$ cat src/rtl/pilu_pkg.sv
// Package: widths, status and function codes, types and controller command struct of the lock unit.
`default_nettype none
package pilu_pkg;
    localparam int TaskW   = 15;
    localparam int PrioW   = 8;
    localparam int StatusW = 3;

    localparam logic [StatusW-1:0] ST_GRANTED  = 3'd0;
    localparam logic [StatusW-1:0] ST_QUEUED   = 3'd1;
    localparam logic [StatusW-1:0] ST_FULL     = 3'd2;
    localparam logic [StatusW-1:0] ST_RELEASED = 3'd3;
    localparam logic [StatusW-1:0] ST_FREE_ERR = 3'd4;

    localparam logic FUNC_LOCK   = 1'b0;
    localparam logic FUNC_UNLOCK = 1'b1;

    typedef logic [TaskW-1:0]   t_task;
    typedef logic [PrioW-1:0]   t_prio;
    typedef logic [StatusW-1:0] t_status;

    typedef struct packed {
        logic load_in;
        logic exec;
    } t_cmd;
endpackage
`default_nettype wire

$ cat src/rtl/pilu_ctrl.sv
// Controller: sequences capture and execution of one request and owns result valid.
`default_nettype none
module pilu_ctrl (
    input  wire              i_clk,
    input  wire              i_rst_n,
    input  wire              i_in_valid,
    output logic             o_in_stall,
    output logic             o_out_valid,
    input  wire              i_out_stall,
    output pilu_pkg::t_cmd   o_cmd
);
    import pilu_pkg::*;

    localparam logic S_IDLE = 1'b0;
    localparam logic S_EXEC = 1'b1;

    logic r_state, n_state;
    logic r_out_valid, n_out_valid;
    logic out_free;

    // result slot can take a new beat when empty or draining this cycle
    assign out_free      = !r_out_valid || !i_out_stall;
    assign o_cmd.load_in = (r_state == S_IDLE) && i_in_valid;
    assign o_cmd.exec    = (r_state == S_EXEC) && out_free;
    // hold off input beats while reset is asserted
    assign o_in_stall    = (r_state != S_IDLE) || !i_rst_n;
    assign o_out_valid   = r_out_valid;

    always_comb begin
        n_state = r_state;
        unique case (r_state)
            S_IDLE: if (i_in_valid) n_state = S_EXEC;
            S_EXEC: if (out_free)   n_state = S_IDLE;
            default: n_state = S_IDLE;
        endcase
    end

    always_comb begin
        priority if (o_cmd.exec) begin
            n_out_valid = 1'b1;
        end else if (!i_out_stall) begin
            n_out_valid = 1'b0;
        end else begin
            n_out_valid = r_out_valid;
        end
    end

    always_ff @(posedge i_clk) begin
        if (!i_rst_n) begin
            r_state     <= S_IDLE;
            r_out_valid <= 1'b0;
        end else begin
            r_state     <= n_state;
            r_out_valid <= n_out_valid;
        end
    end
endmodule
`default_nettype wire

$ cat src/rtl/pilu_datapath.sv
// Datapath: request capture, holder state, sorted shifting wait queue, result registers.
`default_nettype none
module pilu_datapath #(
    parameter int QUEUE_DEPTH = 16
) (
    input  wire              i_clk,
    input  wire              i_rst_n,
    input  pilu_pkg::t_cmd   i_cmd,
    input  wire              i_func,
    input  pilu_pkg::t_task  i_task_id,
    input  pilu_pkg::t_prio  i_task_prio,
    output pilu_pkg::t_status o_status,
    output logic             o_prio_change_valid,
    output pilu_pkg::t_task  o_prio_change_task,
    output pilu_pkg::t_prio  o_changed_prio,
    output logic             o_woken_valid,
    output pilu_pkg::t_task  o_woken_task
);
    import pilu_pkg::*;

    localparam int CntW = $clog2(QUEUE_DEPTH + 1);
    localparam logic [CntW-1:0] DepthC = CntW'(QUEUE_DEPTH);

    // captured request
    logic  r_func;
    t_task r_task;
    t_prio r_prio;

    // holder state
    logic  r_busy, n_busy;
    t_task r_hold_task, n_hold_task;
    t_prio r_hold_base, n_hold_base;
    t_prio r_hold_cur, n_hold_cur;
    logic [CntW-1:0] r_count, n_count;

    // wait queue cells, most urgent at index 0
    t_prio r_wprio [QUEUE_DEPTH];
    t_task r_wtask [QUEUE_DEPTH];
    logic [QUEUE_DEPTH-1:0] le;

    // result registers
    t_status r_status, n_status;
    logic    r_chg_v, n_chg_v;
    t_task   r_chg_t, n_chg_t;
    t_prio   r_chg_p, n_chg_p;
    logic    r_wk_v, n_wk_v;
    t_task   r_wk_t, n_wk_t;

    logic do_insert, do_pop;

    always_ff @(posedge i_clk) begin
        if (i_cmd.load_in) begin
            r_func <= i_func;
            r_task <= i_task_id;
            r_prio <= i_task_prio;
        end
    end

    always_comb begin
        n_busy      = r_busy;
        n_hold_task = r_hold_task;
        n_hold_base = r_hold_base;
        n_hold_cur  = r_hold_cur;
        n_count     = r_count;
        n_status    = ST_GRANTED;
        n_chg_v     = 1'b0;
        n_chg_t     = '0;
        n_chg_p     = '0;
        n_wk_v      = 1'b0;
        n_wk_t      = '0;
        do_insert   = 1'b0;
        do_pop      = 1'b0;
        unique case (r_func)
            FUNC_LOCK: begin
                if (!r_busy) begin
                    n_busy      = 1'b1;
                    n_hold_task = r_task;
                    n_hold_base = r_prio;
                    n_hold_cur  = r_prio;
                    n_status    = ST_GRANTED;
                end else begin
                    if (r_count < DepthC) begin
                        do_insert = 1'b1;
                        n_count   = r_count + 1'b1;
                        n_status  = ST_QUEUED;
                    end else begin
                        n_status  = ST_FULL;
                    end
                    // boost the holder even when the queue is full
                    if (r_prio < r_hold_cur) begin
                        n_hold_cur = r_prio;
                        n_chg_v    = 1'b1;
                        n_chg_t    = r_hold_task;
                        n_chg_p    = r_prio;
                    end
                end
            end
            FUNC_UNLOCK: begin
                if (!r_busy) begin
                    n_status = ST_FREE_ERR;
                end else begin
                    if (r_hold_cur != r_hold_base) begin
                        n_chg_v = 1'b1;
                        n_chg_t = r_hold_task;
                        n_chg_p = r_hold_base;
                    end
                    n_busy      = 1'b0;
                    n_hold_task = '0;
                    n_hold_base = '0;
                    n_hold_cur  = '0;
                    if (r_count != '0) begin
                        do_pop  = 1'b1;
                        n_wk_v  = 1'b1;
                        n_wk_t  = r_wtask[0];
                        n_count = r_count - 1'b1;
                    end
                    n_status = ST_RELEASED;
                end
            end
            default: n_status = ST_GRANTED;
        endcase
    end

    always_ff @(posedge i_clk) begin
        if (!i_rst_n) begin
            r_busy      <= 1'b0;
            r_hold_task <= '0;
            r_hold_base <= '0;
            r_hold_cur  <= '0;
            r_count     <= '0;
        end else if (i_cmd.exec) begin
            r_busy      <= n_busy;
            r_hold_task <= n_hold_task;
            r_hold_base <= n_hold_base;
            r_hold_cur  <= n_hold_cur;
            r_count     <= n_count;
        end
    end

    always_ff @(posedge i_clk) begin
        if (i_cmd.exec) begin
            r_status <= n_status;
            r_chg_v  <= n_chg_v;
            r_chg_t  <= n_chg_t;
            r_chg_p  <= n_chg_p;
            r_wk_v   <= n_wk_v;
            r_wk_t   <= n_wk_t;
        end
    end

    // each cell compares its own entry; the true cells form a prefix (ties stay ahead)
    for (genvar k = 0; k < QUEUE_DEPTH; k++) begin : g_cell
        logic ins_here, shift_in;
        assign le[k] = (CntW'(k) < r_count) && (r_wprio[k] <= r_prio);
        if (k == 0) begin : g_head
            assign ins_here = !le[0];
            assign shift_in = 1'b0;
        end else begin : g_body
            assign ins_here = le[k-1] && !le[k];
            assign shift_in = !le[k-1];
        end

        always_ff @(posedge i_clk) begin
            if (i_cmd.exec && do_insert) begin
                if (ins_here) begin
                    r_wprio[k] <= r_prio;
                    r_wtask[k] <= r_task;
                end else if (shift_in) begin
                    if (k > 0) begin
                        r_wprio[k] <= r_wprio[(k > 0) ? k-1 : 0];
                        r_wtask[k] <= r_wtask[(k > 0) ? k-1 : 0];
                    end
                end
            end else if (i_cmd.exec && do_pop) begin
                // advance every entry toward the head
                if (k < QUEUE_DEPTH-1) begin
                    r_wprio[k] <= r_wprio[(k < QUEUE_DEPTH-1) ? k+1 : k];
                    r_wtask[k] <= r_wtask[(k < QUEUE_DEPTH-1) ? k+1 : k];
                end
            end
        end
    end

    assign o_status            = r_status;
    assign o_prio_change_valid = r_chg_v;
    assign o_prio_change_task  = r_chg_t;
    assign o_changed_prio      = r_chg_p;
    assign o_woken_valid       = r_wk_v;
    assign o_woken_task        = r_wk_t;
endmodule
`default_nettype wire

$ cat src/rtl/priority_inheritance_lock_unit.sv
// Priority-inheritance lock unit with one mutex and a priority-sorted wait queue.
// Input channel: i_in_valid / o_in_stall carry lock (func 0) and unlock (func 1)
//   requests with task id and priority; a lower priority number is more urgent.
// Output channel: o_out_valid / i_out_stall carry exactly one result beat per
//   request: status, optional holder priority change, optional woken waiter.
// Sequence: a request accepted in S_IDLE is captured, then executed in S_EXEC
//   once the result slot is free; the result beat is registered.
// A new request is not accepted until the previous one has executed; the capture
//   and execute states of the single controller state machine set this. The wait
//   queue is a row of shifting cells, so insert and pop finish in the execute
//   cycle regardless of QUEUE_DEPTH.
// A new request is taken while the previous result still waits in the output
//   register; a stalled receiver holds the result and then holds execution
//   of the next request, so o_in_stall stays high until the result drains.
// Reset (synchronous, active low) frees the mutex, clears the holder and
//   empties the queue; no clearing pass is needed. o_in_stall is high while
//   reset is asserted.
`default_nettype none
module priority_inheritance_lock_unit #(
    parameter int QUEUE_DEPTH = 16
) (
    input  wire               i_clk,
    input  wire               i_rst_n,
    input  wire               i_in_valid,
    output logic              o_in_stall,
    input  wire               i_func,
    input  pilu_pkg::t_task   i_task_id,
    input  pilu_pkg::t_prio   i_task_prio,
    output logic              o_out_valid,
    input  wire               i_out_stall,
    output pilu_pkg::t_status o_status,
    output logic              o_prio_change_valid,
    output pilu_pkg::t_task   o_prio_change_task,
    output pilu_pkg::t_prio   o_changed_prio,
    output logic              o_woken_valid,
    output pilu_pkg::t_task   o_woken_task
);
    import pilu_pkg::*;

    t_cmd cmd;

    pilu_ctrl u_ctrl (
        .i_clk       (i_clk),
        .i_rst_n     (i_rst_n),
        .i_in_valid  (i_in_valid),
        .o_in_stall  (o_in_stall),
        .o_out_valid (o_out_valid),
        .i_out_stall (i_out_stall),
        .o_cmd       (cmd)
    );

    pilu_datapath #(
        .QUEUE_DEPTH (QUEUE_DEPTH)
    ) u_dp (
        .i_clk               (i_clk),
        .i_rst_n             (i_rst_n),
        .i_cmd               (cmd),
        .i_func              (i_func),
        .i_task_id           (i_task_id),
        .i_task_prio         (i_task_prio),
        .o_status            (o_status),
        .o_prio_change_valid (o_prio_change_valid),
        .o_prio_change_task  (o_prio_change_task),
        .o_changed_prio      (o_changed_prio),
        .o_woken_valid       (o_woken_valid),
        .o_woken_task        (o_woken_task)
    );
endmodule
`default_nettype wire

$ cat config.mk
export PLATFORM = sky130hd
export DESIGN_NAME = priority_inheritance_lock_unit
export DESIGN_NICKNAME = d
export VERILOG_FILES = /design/src/rtl/pilu_pkg.sv /design/src/rtl/pilu_ctrl.sv /design/src/rtl/pilu_datapath.sv /design/src/rtl/priority_inheritance_lock_unit.sv
export SDC_FILE = /design/constraint.sdc
export NUM_CORES = 1
export LEC_CHECK = 0
export ABC_AREA = 1
export BUFFER_PORTS_ARGS = -buffer_cell sky130_fd_sc_hd__buf_2
export CAP_MARGIN = 5
export CORE_MARGIN = 1.5
export CORE_UTILIZATION = 55
export CTS_BUF_LIST = sky130_fd_sc_hd__clkbuf_8
export CTS_CLUSTER_SIZE = 40
export DETAILED_ROUTE_END_ITERATION = 10
export PLACE_DENSITY = 0.74
export RECOVER_POWER = 50
export SLEW_MARGIN = 20
export SYNTH_ARGS = -nofsm -noshare
export SYNTH_HDL_FRONTEND = slang
export SYNTH_HIERARCHICAL = 1
export SYNTH_SLANG_ARGS = --single-unit
$ cat constraint.sdc
create_clock -name i_clk -period 4.35 [get_ports i_clk]
set_clock_uncertainty 0.15 [all_clocks]
set_input_delay 0.87 -clock i_clk [delete_from_list [all_inputs] [get_ports i_clk]]
set_output_delay 0.87 -clock i_clk [all_outputs]
set_load 0.01 [all_outputs]
==> Word-level counts from Yosys, hierarchy flattened <==
Memory sizes are Yosys's and may differ from the RTL's.
Cells that the tools add are included.
{ "word_totals": {"register_bits": 106, "latchBits": 0, "ramBits": 368, "romBits": 0, "input_bits": 28, "elab_cells": 399, "memories": 2} }
{ "memory_table": {"columns": ["memory", "words", "word_bits", "read_ports", "rd_clocked_by_memory_dff", "write_ports", "line_no", "source"], "rows": [
  ["u_dp.r_wtask", 16, 15, 16, 0, 16, "pilu_datapath.sv:38", "t_task r_wtask [QUEUE_DEPTH];"],
  ["u_dp.r_wprio", 16, 8, 16, 0, 16, "pilu_datapath.sv:37", "t_prio r_wprio [QUEUE_DEPTH];"]
]} }
{ "classes": {"add_sub_neg": 2, "multipliers": 0, "n_div": 0, "order_cmp": 34, "eq_ne": 8, "n_shift": 0, "mux": 215, "bitwise": 62, "reduce_logical": 60} }
{ "op_table": {"columns": ["cell", "n"], "rows": [
  ["15-bit 2-to-1 mux", 36],
  ["8-bit 2-to-1 mux", 38],
  ["8-bit less-or-equal comparator", 16],
  ["1-bit 2-to-1 mux", 124],
  ["1-bit bitwise OR", 60],
  ["15-bit one-hot mux with 2 select lines", 2],
  ["8-bit one-hot mux with 2 select lines", 3],
  ["4-bit by 5-bit less-than comparator with 1-bit output, first input constant", 8],
  ["1-bit logical AND", 35],
  ["3-bit by 5-bit less-than comparator with 1-bit output, first input constant", 4],
  ["5-bit 2-to-1 mux", 4],
  ["1-bit logical NOT", 18],
  ["1-bit by 5-bit less-than comparator with 1-bit output, first input constant", 2],
  ["2-bit by 5-bit less-than comparator with 1-bit output, first input constant", 2],
  ["5-bit one-hot mux with 2 select lines", 1],
  ["3-bit AND reduction", 3],
  ["8-bit less-than comparator", 1],
  ["8-bit != test", 1],
  ["3-bit 2-to-1 mux", 2],
  ["2-bit by 1-bit != test with 1-bit output, second input constant", 3],
  ["2-bit != test, second input constant", 3],
  ["1-bit one-hot mux with 2 select lines", 3],
  ["3-bit one-hot mux with 2 select lines", 1],
  ["5-bit by 1-bit adder with 5-bit output, second input constant", 1],
  ["8 further kinds", 10]
]} }

==> Logic depth before layout (Yosys ltp) <==
Gate-level depths: netlist (run 1).
An unclocked memory read counts as a cell.
{ "logic_depth": {"ltp_word": 10, "depth_mapped": 15} }

==> Cells and area by module <==
The synthesis (run 1) kept the hierarchy.
{ "modules_own_cells": {"columns": ["module", "instances", "cells_per_inst", "area_each_um2", "seq_area_each_um2"], "rows": [
  ["pilu_datapath", 1, 2905, 25972.4, 13803.2],
  ["pilu_ctrl", 1, 12, 91.3, 40.0]
]} }

==> Worst setup path before layout (run 1) <==
OpenSTA, ideal clock, no wires.
{ "synth_timing": {"path_kind": "input port to flip-flop", "start": "input port i_out_stall", "end": "memory u_dp/r_wprio[1][32] in the netlist's numbering (enable)", "arrival_time_ns": 2.930, "slack_ns": 0.886, "stages": 8, "path_buffers": 3, "path_cell_list": "a21oi_2 > buf_4 > nand2_1 > nor3_2 > buf_4 > nand2_1 > clkbuf_1 > nand3_1"} }
{ "synth_rtl": {"columns": ["element", "line_no", "source"], "rows": [
  ["start: declaration", "priority_inheritance_lock_unit.sv:30", "input wire i_out_stall,"],
  ["end: declaration", "pilu_datapath.sv:37", null]
]} }

==> impl_metrics.tcl, run 1 <==
set metrics [dict create \
    core_area_um2 46700 \
    synth_largest_type_area_fraction_pct 50.1 \
    timing.hold.worst.class "input port to register" \
    wire_per_inst_um 20.0 \
    rsz_0062_raised_after_global_routing "no" \
    drc 8 \
    hold_violations 0 \
    clock_latency_ns 0.68 \
    netlist_instances 2917 \
    area_taken_by_multi_input_logic_gates_um2 10500 \
    fin_cells 3629 \
    postPlaceCellArea_um2 26800 \
    area_growth_syn_to_layout_pct 7.73 \
    final.setup.tns_ns 0 \
    cts.root.buffer_cell "clkbuf_8" \
    yosys.area.top_type "edfxtp_1" \
    numCtsBuffers 80 \
    hold_start "i_task_id[5]" \
    grt_start_max_net_pins 101 \
    postCtsSetupBuffers 0 \
    crit_path_start_kind "register" \
    clock.fmax_ghz 0.262 \
    total_inserted_antenna_cells 0 \
    cts-root-to-sink-buffers 3 \
    power_leakage_nw 11.5 \
    gpl.final_weighted_congestion 0.948 \
    final_design_area_no_fill_um2 28100 \
    end_kind "register" \
    die_h_um 221 \
    port_buffers 72 \
    worst-path-max-fanout 96 \
    reg2reg_from "u_dp/r_count[4]" \
    setup.worst_path.start "u_dp/r_count[4]" \
    drt_first_iter_violations 2679 \
    i_o_pin_total 73 \
    run_status "finished, violations left" \
    wl_mm 72.5 \
    worst-endpoint-required_ns 4.62 \
    per_instance_average_area_after_synthesis_um2 8.94 \
    grt_pass1_wl_mm 112 \
    critical_path_arrival_ns 4.08 \
    cts_clk_pin_slew_worst_paths_ns 0.06 \
    cts.repair.resized 0 \
    final_critical_path_setup_slack_ns 0.536 \
    syn_area_um2 26100 \
    synth.area.top_cells "edfxtp_1 50%, nand2_1 14%, nand3_1 13%" \
    ant_nets 0 \
    cts_hold_buf 0 \
    htree_levels 3 \
    dpl_worst_slack_ns 0.731 \
    die_w_um 221 \
    dp.cells 3488 \
    synth-warning-count 6 \
    initial_core_util_pct 55.9 \
    vias_in_the_first_global_route 20536 \
    mappedNetlistNets 3079 \
    final_min_period_over_clock_period_pct 87.7 \
    crit_type "register to register" \
    vias_after_detailed_routing 21769 \
    nets 3125 \
    clock_sinks 474 \
    dp.final_hpwl_mm 50.0 \
    grt.total_usage_pct 29.8 \
    maxSlewViolCount 25 \
    max-vdd-ir-drop_uv 264 \
    ys_seq_area_share_pct 53.1 \
    drive_gt1_share_pct 8.24 \
    max_slew.worst_pin.slew_ns 1.97 \
    layout.filler_cells 3995 \
    powerDensity_nw_per_um2 350 \
    drt_pre_antenna_iters 9 \
    vias_per_cell 6.00 \
    fp.dieArea_um2 48700 \
    layout.area.seq_um2 13800 \
    relSlewSlack_pct -32.0 \
    synth_seq_cells 474 \
    number_of_distinct_standard_cells_referenced_by_the_synthesized_netlist 38 \
    global_route.overflow_total 0 \
    row_count 79 \
    max_cap_violations 2 \
    setup_violations 0 \
    cts_tree "built" \
    antenna_found_initial 1 \
    violations "DRC, capacitance limit, slew limit" \
    finalCriticalPeriod_ns 3.81 \
]
-- state kept, by name, indices dropped and copies added, names as in the netlist, 3 cells and up --
signal                   cells
u_dp/r_task                 15
u_dp/o_woken_task           15
u_dp/r_hold_cur              8
u_dp/r_prio                  8
u_dp/r_wprio               128
u_dp/o_changed_prio          8
u_dp/r_hold_task            15
u_dp/r_hold_base             8
u_dp/r_wtask               240
u_dp/o_prio_change_task     15
u_dp/r_count                 5
u_dp/o_status                3
-- cells in the final DEF, fill, tap and decap left out, types with 3 or more instances in the layout --
| cell type | count |
|---|---|
| xnor2_1 | 5 |
| edfxtp_1 | 435 |
| buf_2 | 26 |
| clkbuf_1 | 48 |
| a21oi_1 | 100 |
| nand2_1 | 990 |
| buf_12 | 5 |
| clkinv_1 | 20 |
| nor3_1 | 6 |
| clkbuf_8 | 84 |
| inv_8 | 3 |
| nand2_4 | 21 |
| clkinv_2 | 9 |
| buf_4 | 61 |
| inv_2 | 20 |
| xor2_1 | 8 |
| o31ai_1 | 8 |
| inv_4 | 3 |
| nand4_1 | 15 |
| o21a_1 | 15 |
| nor2_1 | 75 |
| nand3_1 | 692 |
| inv_1 | 142 |
| ha_1 | 134 |
| clkbuf_2 | 5 |
| dfxtp_1 | 39 |
| o21ai_0 | 35 |
| nand2_2 | 3 |
-- path summary, 6_finish.rpt --
check	end	slack, ns	cells past startpoint
worst max-delay path	u_dp/r_wtask[0][33]	0.54	11
worst min-delay path	u_dp/r_task[5]	0.23	1
worst max register to register	u_dp/r_wtask[0][33]	0.54	11
worst min register to register	u_dp/r_hold_task[4]	0.32	2
-- stage by stage --
step,hold slack (ns),power [mW],util (%)
global route,0.214,10.2,60.2
CTS,0.186,9.90,60.5
floorplan,0.295,5.88,-
detailed placement,0.309,6.17,57.4
global placement,0.319,6.12,57.4
finish,0.227,9.83,60.2
-- power breakdown --
group	total, mW	switching [mW]	internal, mW
Combinational	0.869	0.590	0.279
Sequential	5.21	0.0993	5.11
Clock	3.75	1.84	1.91
-- synth_stat cells (all sizes together) --
master  number
nor3         6
nand4       15
xnor2        5
nand2     1015
nor2        76
a31oi        1
clkbuf      73
o31ai        8
o21bai       1
ha         134
dfxtp       39
a21boi       1
a21oi      100
o21ai       36
nor4         1
xor2         8
o21a        15
o211ai       1
buf        110
edfxtp     435
clkinv       2
inv        143
nand3      692
-- critical path, stage by stage (launching register included) --
cell and delay, ns:
dfxtp_1 0.35, inv_1 0.29, nand2_1 0.23, nor2_1 0.57, nand2_4 0.10, nand2_1 0.10, inv_1 0.12, nand2_8 0.40
inv_8 0.35, clkbuf_4 0.54, nand2_1 0.15, nand3_1 0.10
-- final cells by class --
| type | count | share of cell area (%) |
|---|---|---|
| clock buffer | 84 | 4.12 |
| clock inverter | 57 | 1.09 |
| inverter | 145 | 1.99 |
| multi-input combinational | 2115 | 37.6 |
| sequential | 474 | 49.3 |
| tap | 607 | 2.70 |
| timing repair buffer | 147 | 3.24 |
-- layer usage --
| metal | routed length (um) | part of all wire, % | track usage, % |
|---|---|---|---|
| met2 | 32500 | 45 | 46.4 |
| met3 | 7550 | 10 | 6.32 |
| met4 | 2520 | 3.5 | 12.4 |
| met5 | 13 | 0.018 | 0 |
| met1 | 29900 | 41 | 40.7 |
-- kinds of logic after synthesis --
| kind of cell | after synthesis | synth area share [%] |
|---|---|---|
| XOR/XNOR | 13 | 0.437 |
| AO/OA/AOI/OAI | 163 | 3.43 |
| adder cells (fa/ha/maj) | 134 | 6.43 |
| flip-flops | 474 | 53.1 |
| buffers and inverters | 328 | 6.29 |
| AND/OR/NAND/NOR | 1805 | 30.3 |
Power figures use the tool's default switching activity.
==> inputs of run 2 (changes only) <==
--- a/config.mk
+++ b/config.mk
@@ -8,13 +8,15 @@
 export ABC_AREA = 1
 export BUFFER_PORTS_ARGS = -buffer_cell sky130_fd_sc_hd__buf_2
 export CAP_MARGIN = 5
+export CELL_PAD_IN_SITES_DETAIL_PLACEMENT = 0
+export CELL_PAD_IN_SITES_GLOBAL_PLACEMENT = 1
 export CORE_MARGIN = 1.5
-export CORE_UTILIZATION = 55
-export CTS_BUF_LIST = sky130_fd_sc_hd__clkbuf_8
+export CORE_UTILIZATION = 49
 export CTS_CLUSTER_SIZE = 40
 export DETAILED_ROUTE_END_ITERATION = 10
-export PLACE_DENSITY = 0.74
+export PLACE_DENSITY = 0.82
 export RECOVER_POWER = 50
+export SETUP_SLACK_MARGIN = 0.5
 export SLEW_MARGIN = 20
 export SYNTH_ARGS = -nofsm -noshare
 export SYNTH_HDL_FRONTEND = slang
==> run 2 against run 1 <==
Effect of this change: the run ends with capacitance limit, slew limit left; via count down 4.7%; non-clock buffer count grew 3; combinational power decreased by 1%; final area is 1.5% higher; fmax rose by 1.7%.
==> impl_metrics.tcl, run 2 (synthesis gave the netlist of run 1 again) <==
set metrics [dict create \
    run_status "finished, violations left" \
    violations "capacitance limit, slew limit" \
    total_inserted_antenna_cells 0 \
    max_cap_violations 1 \
    rsz_0062_raised_after_global_routing "no" \
    row_count 84 \
    fin_total_pwr_mw 10.5 \
    fin_cells 3670 \
    die_h_um 234 \
    wl_mm 70.7 \
    ant_nets 0 \
    cts-root-to-sink-buffers 3 \
    setup_violations 0 \
    end_kind "register" \
    port_buffers 72 \
    power_leakage_nw 11.5 \
    drive_gt1_share_pct 7.31 \
    critical-path-top-delay-family "buffers and inverters" \
    htree_levels 2 \
    cts_hold_buf 0 \
    critical_path_arrival_ns 4.05 \
    die_w_um 234 \
    clock.fmax_ghz 0.267 \
    fp.dieArea_um2 54600 \
    wire_per_inst_um 19.3 \
    final_design_area_no_fill_um2 28500 \
    dp.final_hpwl_mm 50.2 \
    crit_type "register to register" \
    final_critical_path_setup_slack_ns 0.601 \
    maxSlewViolCount 25 \
    initial_core_util_pct 49.6 \
    postCtsSetupBuffers 0 \
    vias_after_detailed_routing 20746 \
    cts_tree "built" \
    final.setup.tns_ns 0 \
    layout_top_registers "u_dp/r_wtask x240, u_dp/r_wprio x128" \
    area_growth_syn_to_layout_pct 9.31 \
    drt_pre_antenna_iters 8 \
    cpPeakStageDelay_ns 0.87 \
    layout.cells.most_common_list "992 x nand2_1, 692 x nand3_1, 435 x edfxtp_1, 134 x ha_1, 130 x inv_1" \
    drc 0 \
    max-vdd-ir-drop_uv 368 \
    cts.repair.resized 0 \
    global_route.overflow_total 0 \
    relSlewSlack_pct -34.1 \
    i_o_pin_total 73 \
    grt.total_usage_pct 26.1 \
    core_area_um2 52600 \
    cp_cell_sequence "inv_1 > a21oi_1 > clkbuf_1 > nand2_8 > inv_4 > buf_12 > nand2_1 > nand3_1" \
    postPlaceCellArea_um2 26900 \
    vias_per_cell 5.65 \
    vias_in_the_first_global_route 19743 \
    hold_violations 0 \
    crit_path_start_kind "register" \
    max_slew.worst_pin.slew_ns 2.00 \
    critical_path.n_buffers_inverters 4 \
    cts.root.buffer_cell "clkbuf_16" \
    final_min_period_over_clock_period_pct 86.2 \
    most_frequent_standard_cell_in_the_layout_excluding_fill_and_tap_cells "nand2_1" \
    nets 3102 \
    layout.filler_cells 4871 \
    dpl_worst_slack_ns 0.896 \
    clock_sinks 474 \
    largest_register_ff_count 240 \
    timing.hold.worst.class "input port to register" \
    crit_path_top_delay_cell "inv_4" \
    gpl.final_weighted_congestion 0.891 \
    antenna_found_initial 2 \
    cts_clk_pin_slew_worst_paths_ns 0.06 \
    powerDensity_nw_per_um2 368 \
    clock_latency_ns 0.62 \
    drt_first_iter_violations 2256 \
    finalCriticalPeriod_ns 3.75 \
    regMostFlops "u_dp/r_wtask" \
    worst-path-max-fanout 98 \
    grt_pass1_wl_mm 111 \
    worst-endpoint-required_ns 4.66 \
    dp.cells 3572 \
    numCtsBuffers 54 \
    grt_start_max_net_pins 121 \
]
-- run 2: routing by layer --
layer  vias up  share of wire, %  GRT usage, %
met3       102               7.7          3.92
met2       810                45          40.8
met1      9789                45          37.5
li1      10045                 -             -
met4         0               2.2          7.29
met5         -                 0             0
-- run 2: worst register-to-register path: cells and delay by family, from the launching register on --
family / cells / cell delay [ns]
compound gates: 1 / 0.18
buf+inv: 4 / 2.16
simple gates: 3 / 0.76
flops: 1 / 0.34
-- run 2: final cells by class --
| type | count | area, um2 | area share (%) |
|---|---|---|---|
| multi-input combinational | 2115 | 10500 | 37.0 |
| clock inverter | 21 | 120 | 0.422 |
| tap | 688 | 861 | 3.02 |
| inverter | 145 | 554 | 1.95 |
| sequential | 474 | 13800 | 48.6 |
| clock buffer | 77 | 1580 | 5.56 |
| timing repair buffer | 150 | 992 | 3.48 |
-- run 2: through the flow --
step / hold slack (ns) / util (%)
2_1_floorplan: 0.295 / -
3_3_place_gp: 0.307 / 51.2
3_5_place_dp: 0.308 / 51.2
4_1_cts: 0.251 / 54.5
5_1_grt: 0.260 / 54.2
6_report: 0.285 / 54.2
-- run 2: path summary, 6_finish.rpt --
path / start / end / slack (ns) / cells after the start
worst max-delay path: u_ctrl/r_state / u_dp/r_wprio[0][23] / 0.60 / 8
worst min-delay path: i_task_id[2] / u_dp/r_task[2] / 0.29 / 1
worst max register to register: u_ctrl/r_state / u_dp/r_wprio[0][23] / 0.60 / 8
worst min register to register: u_dp/r_hold_task[12] / u_dp/r_hold_task[12] / 0.32 / 2
-- run 2: report_power, final --
group          internal (mW)  leakage (nW)  switching, mW
sequential              5.11          4.30         0.0996
combinational          0.280          6.36          0.580
clock                   2.53         0.848           1.87
total                   7.92          11.5           2.55
==> inputs of run 3 (changes only) <==
--- a/config.mk
+++ b/config.mk
@@ -12,6 +12,7 @@
 export CELL_PAD_IN_SITES_GLOBAL_PLACEMENT = 1
 export CORE_MARGIN = 1.5
 export CORE_UTILIZATION = 49
+export CTS_BUF_LIST = sky130_fd_sc_hd__clkbuf_16
 export CTS_CLUSTER_SIZE = 40
 export DETAILED_ROUTE_END_ITERATION = 10
 export PLACE_DENSITY = 0.82
==> run 3 against run 2 <==
Effect of this change: the flow still finishes with violations (capacitance limit, slew limit); non-clock buffer count unchanged; final cell count about the same; fmax about the same; global-route usage about the same; setup slack worse by 0.0026 ns; worst hold slack worse by 0.0012 ns; via count about the same; sequential cell count unchanged; critical path depth up 4; wire length down 0.20%; sequential power about the same; largest cell class unchanged; largest power group unchanged.
==> impl_metrics.tcl, run 3 (synthesis gave the netlist of run 1 again) <==
set metrics [dict create \
    drt_pre_antenna_iters 6 \
    timing.hold.worst.class "input port to register" \
    ant_nets 0 \
    worst_hold_margin_ns 0.284 \
    drive_gt1_share_pct 7.18 \
    core_area_um2 52600 \
    vias_in_the_first_global_route 19770 \
    power_leakage_nw 11.5 \
    critical-path-top-delay-family "buffers and inverters" \
    hold_violations 0 \
    setup_violations 0 \
    antenna_found_initial 2 \
    finalCriticalPeriod_ns 3.75 \
    crit_path_start_kind "register" \
    cts-root-to-sink-buffers 3 \
    cts.repair.resized 0 \
    final_design_area_no_fill_um2 28500 \
    powerDensity_nw_per_um2 364 \
    postCtsSetupBuffers 0 \
    nets 3102 \
    fin_total_pwr_mw 10.4 \
    cts_clk_pin_slew_worst_paths_ns 0.06 \
    fp.dieArea_um2 54600 \
    worst-path-max-fanout 49 \
    critical_path_arrival_ns 4.07 \
    dp.final_hpwl_mm 50.2 \
    wire_per_inst_um 19.2 \
    dpl_worst_slack_ns 0.896 \
    postPlaceCellArea_um2 26900 \
    wl_mm 70.5 \
    worst_path_most_repeated_cell "nand2_1" \
    most_frequent_standard_cell_in_the_layout_excluding_fill_and_tap_cells "nand2_1" \
    relSlewSlack_pct -35.8 \
    initial_core_util_pct 49.6 \
    clock.fmax_ghz 0.267 \
    max-vdd-ir-drop_uv 307 \
    cts.root.buffer_cell "clkbuf_16" \
    global_route.overflow_total 0 \
    clock_latency_ns 0.61 \
    cpPeakStageDelay_ns 0.74 \
    numCtsBuffers 54 \
    largest_register_ff_count 240 \
    row_count 84 \
    worst-endpoint-required_ns 4.67 \
    crit_type "register to register" \
    port_buffers 72 \
    die_w_um 234 \
    htree_levels 2 \
    cts_tree "built" \
    layout.cells.most_common_list "991 x nand2_1, 692 x nand3_1, 435 x edfxtp_1, 145 x inv_1, 134 x ha_1" \
    grt_pass1_wl_mm 111 \
    dp.cells 3572 \
    gpl.final_weighted_congestion 0.891 \
    clock_sinks 474 \
    layout.filler_cells 4870 \
    cts_hold_buf 0 \
    area_growth_syn_to_layout_pct 9.18 \
    regMostFlops "u_dp/r_wtask" \
    critical_path_depth 12 \
    max_slew.worst_pin.slew_ns 2.03 \
    max_cap_violations 1 \
    end_kind "register" \
    final.setup.tns_ns 0 \
    cp_cell_sequence "inv_1 > nand2_1 > nor2_1 > nand2_4 > nand2_1 > inv_2 > nand2_8 > clkbuf_2 > nand2_2 > inv_1 > nand2_1 > nand3_1" \
    postLayoutCoreUtil_pct 54.2 \
    die_h_um 234 \
    rsz_0062_raised_after_global_routing "no" \
    vias_after_detailed_routing 20745 \
    final_min_period_over_clock_period_pct 86.2 \
    drc 0 \
    vias_per_cell 5.65 \
    crit_path_top_delay_cell "clkbuf_2" \
    grt.total_usage_pct 26.0 \
    i_o_pin_total 73 \
    layout_top_registers "u_dp/r_wtask x240, u_dp/r_wprio x128" \
    critical_path.n_buffers_inverters 4 \
    grt_start_max_net_pins 121 \
    maxSlewViolCount 25 \
    final_critical_path_setup_slack_ns 0.599 \
    violations "capacitance limit, slew limit" \
    drt_first_iter_violations 2369 \
    whs_path_depth 1 \
    fin_cells 3672 \
    ff2ff_path_depth 12 \
    run_status "finished, violations left" \
]
-- run 3: cell types whose count changed in the layout (fill, tap and decap cells not counted), sizes merged --
cell and change:
clkbuf -18, inv +14, clkinv +4, diode +2
-- run 3: worst paths after layout --
check | slack (ns) | startpoint | endpoint
worst max-delay path | 0.60 | u_dp/r_count[4] | u_dp/r_wtask[0][28]
worst min-delay path | 0.28 | i_task_id[2] | u_dp/r_task[2]
worst max register to register | 0.60 | u_dp/r_count[4] | u_dp/r_wtask[0][28]
worst min register to register | 0.32 | u_dp/r_hold_task[12] | u_dp/r_hold_task[12]
-- run 3: power by group --
part           leakage (nW)  internal [mW]  switching [mW]  total, mW
sequential             4.30           5.11          0.0996       5.21
clock                 0.883           2.43            1.87       4.29
combinational          6.36          0.280           0.580      0.860
total                  11.5           7.82            2.55       10.4
-- run 3: cell type report --
cell class | instances | area [um2] | area share, %
sequential | 474 | 13800 | 48.6
multi-input combinational | 2115 | 10500 | 37.0
clock buffer | 59 | 1480 | 5.19
timing repair buffer | 150 | 992 | 3.49
tap | 688 | 861 | 3.02
inverter | 145 | 554 | 1.95
clock inverter | 39 | 188 | 0.660
antenna | 2 | 5.00 | 0.0176
-- run 3: layer usage --
metal	vias to the layer above	track usage, %	share of wire (%)
li1	10047	-	-
met1	9784	37.5	45
met2	805	40.9	45
met3	109	3.72	7.8
met4	0	7.41	2.3
met5	-	0	0
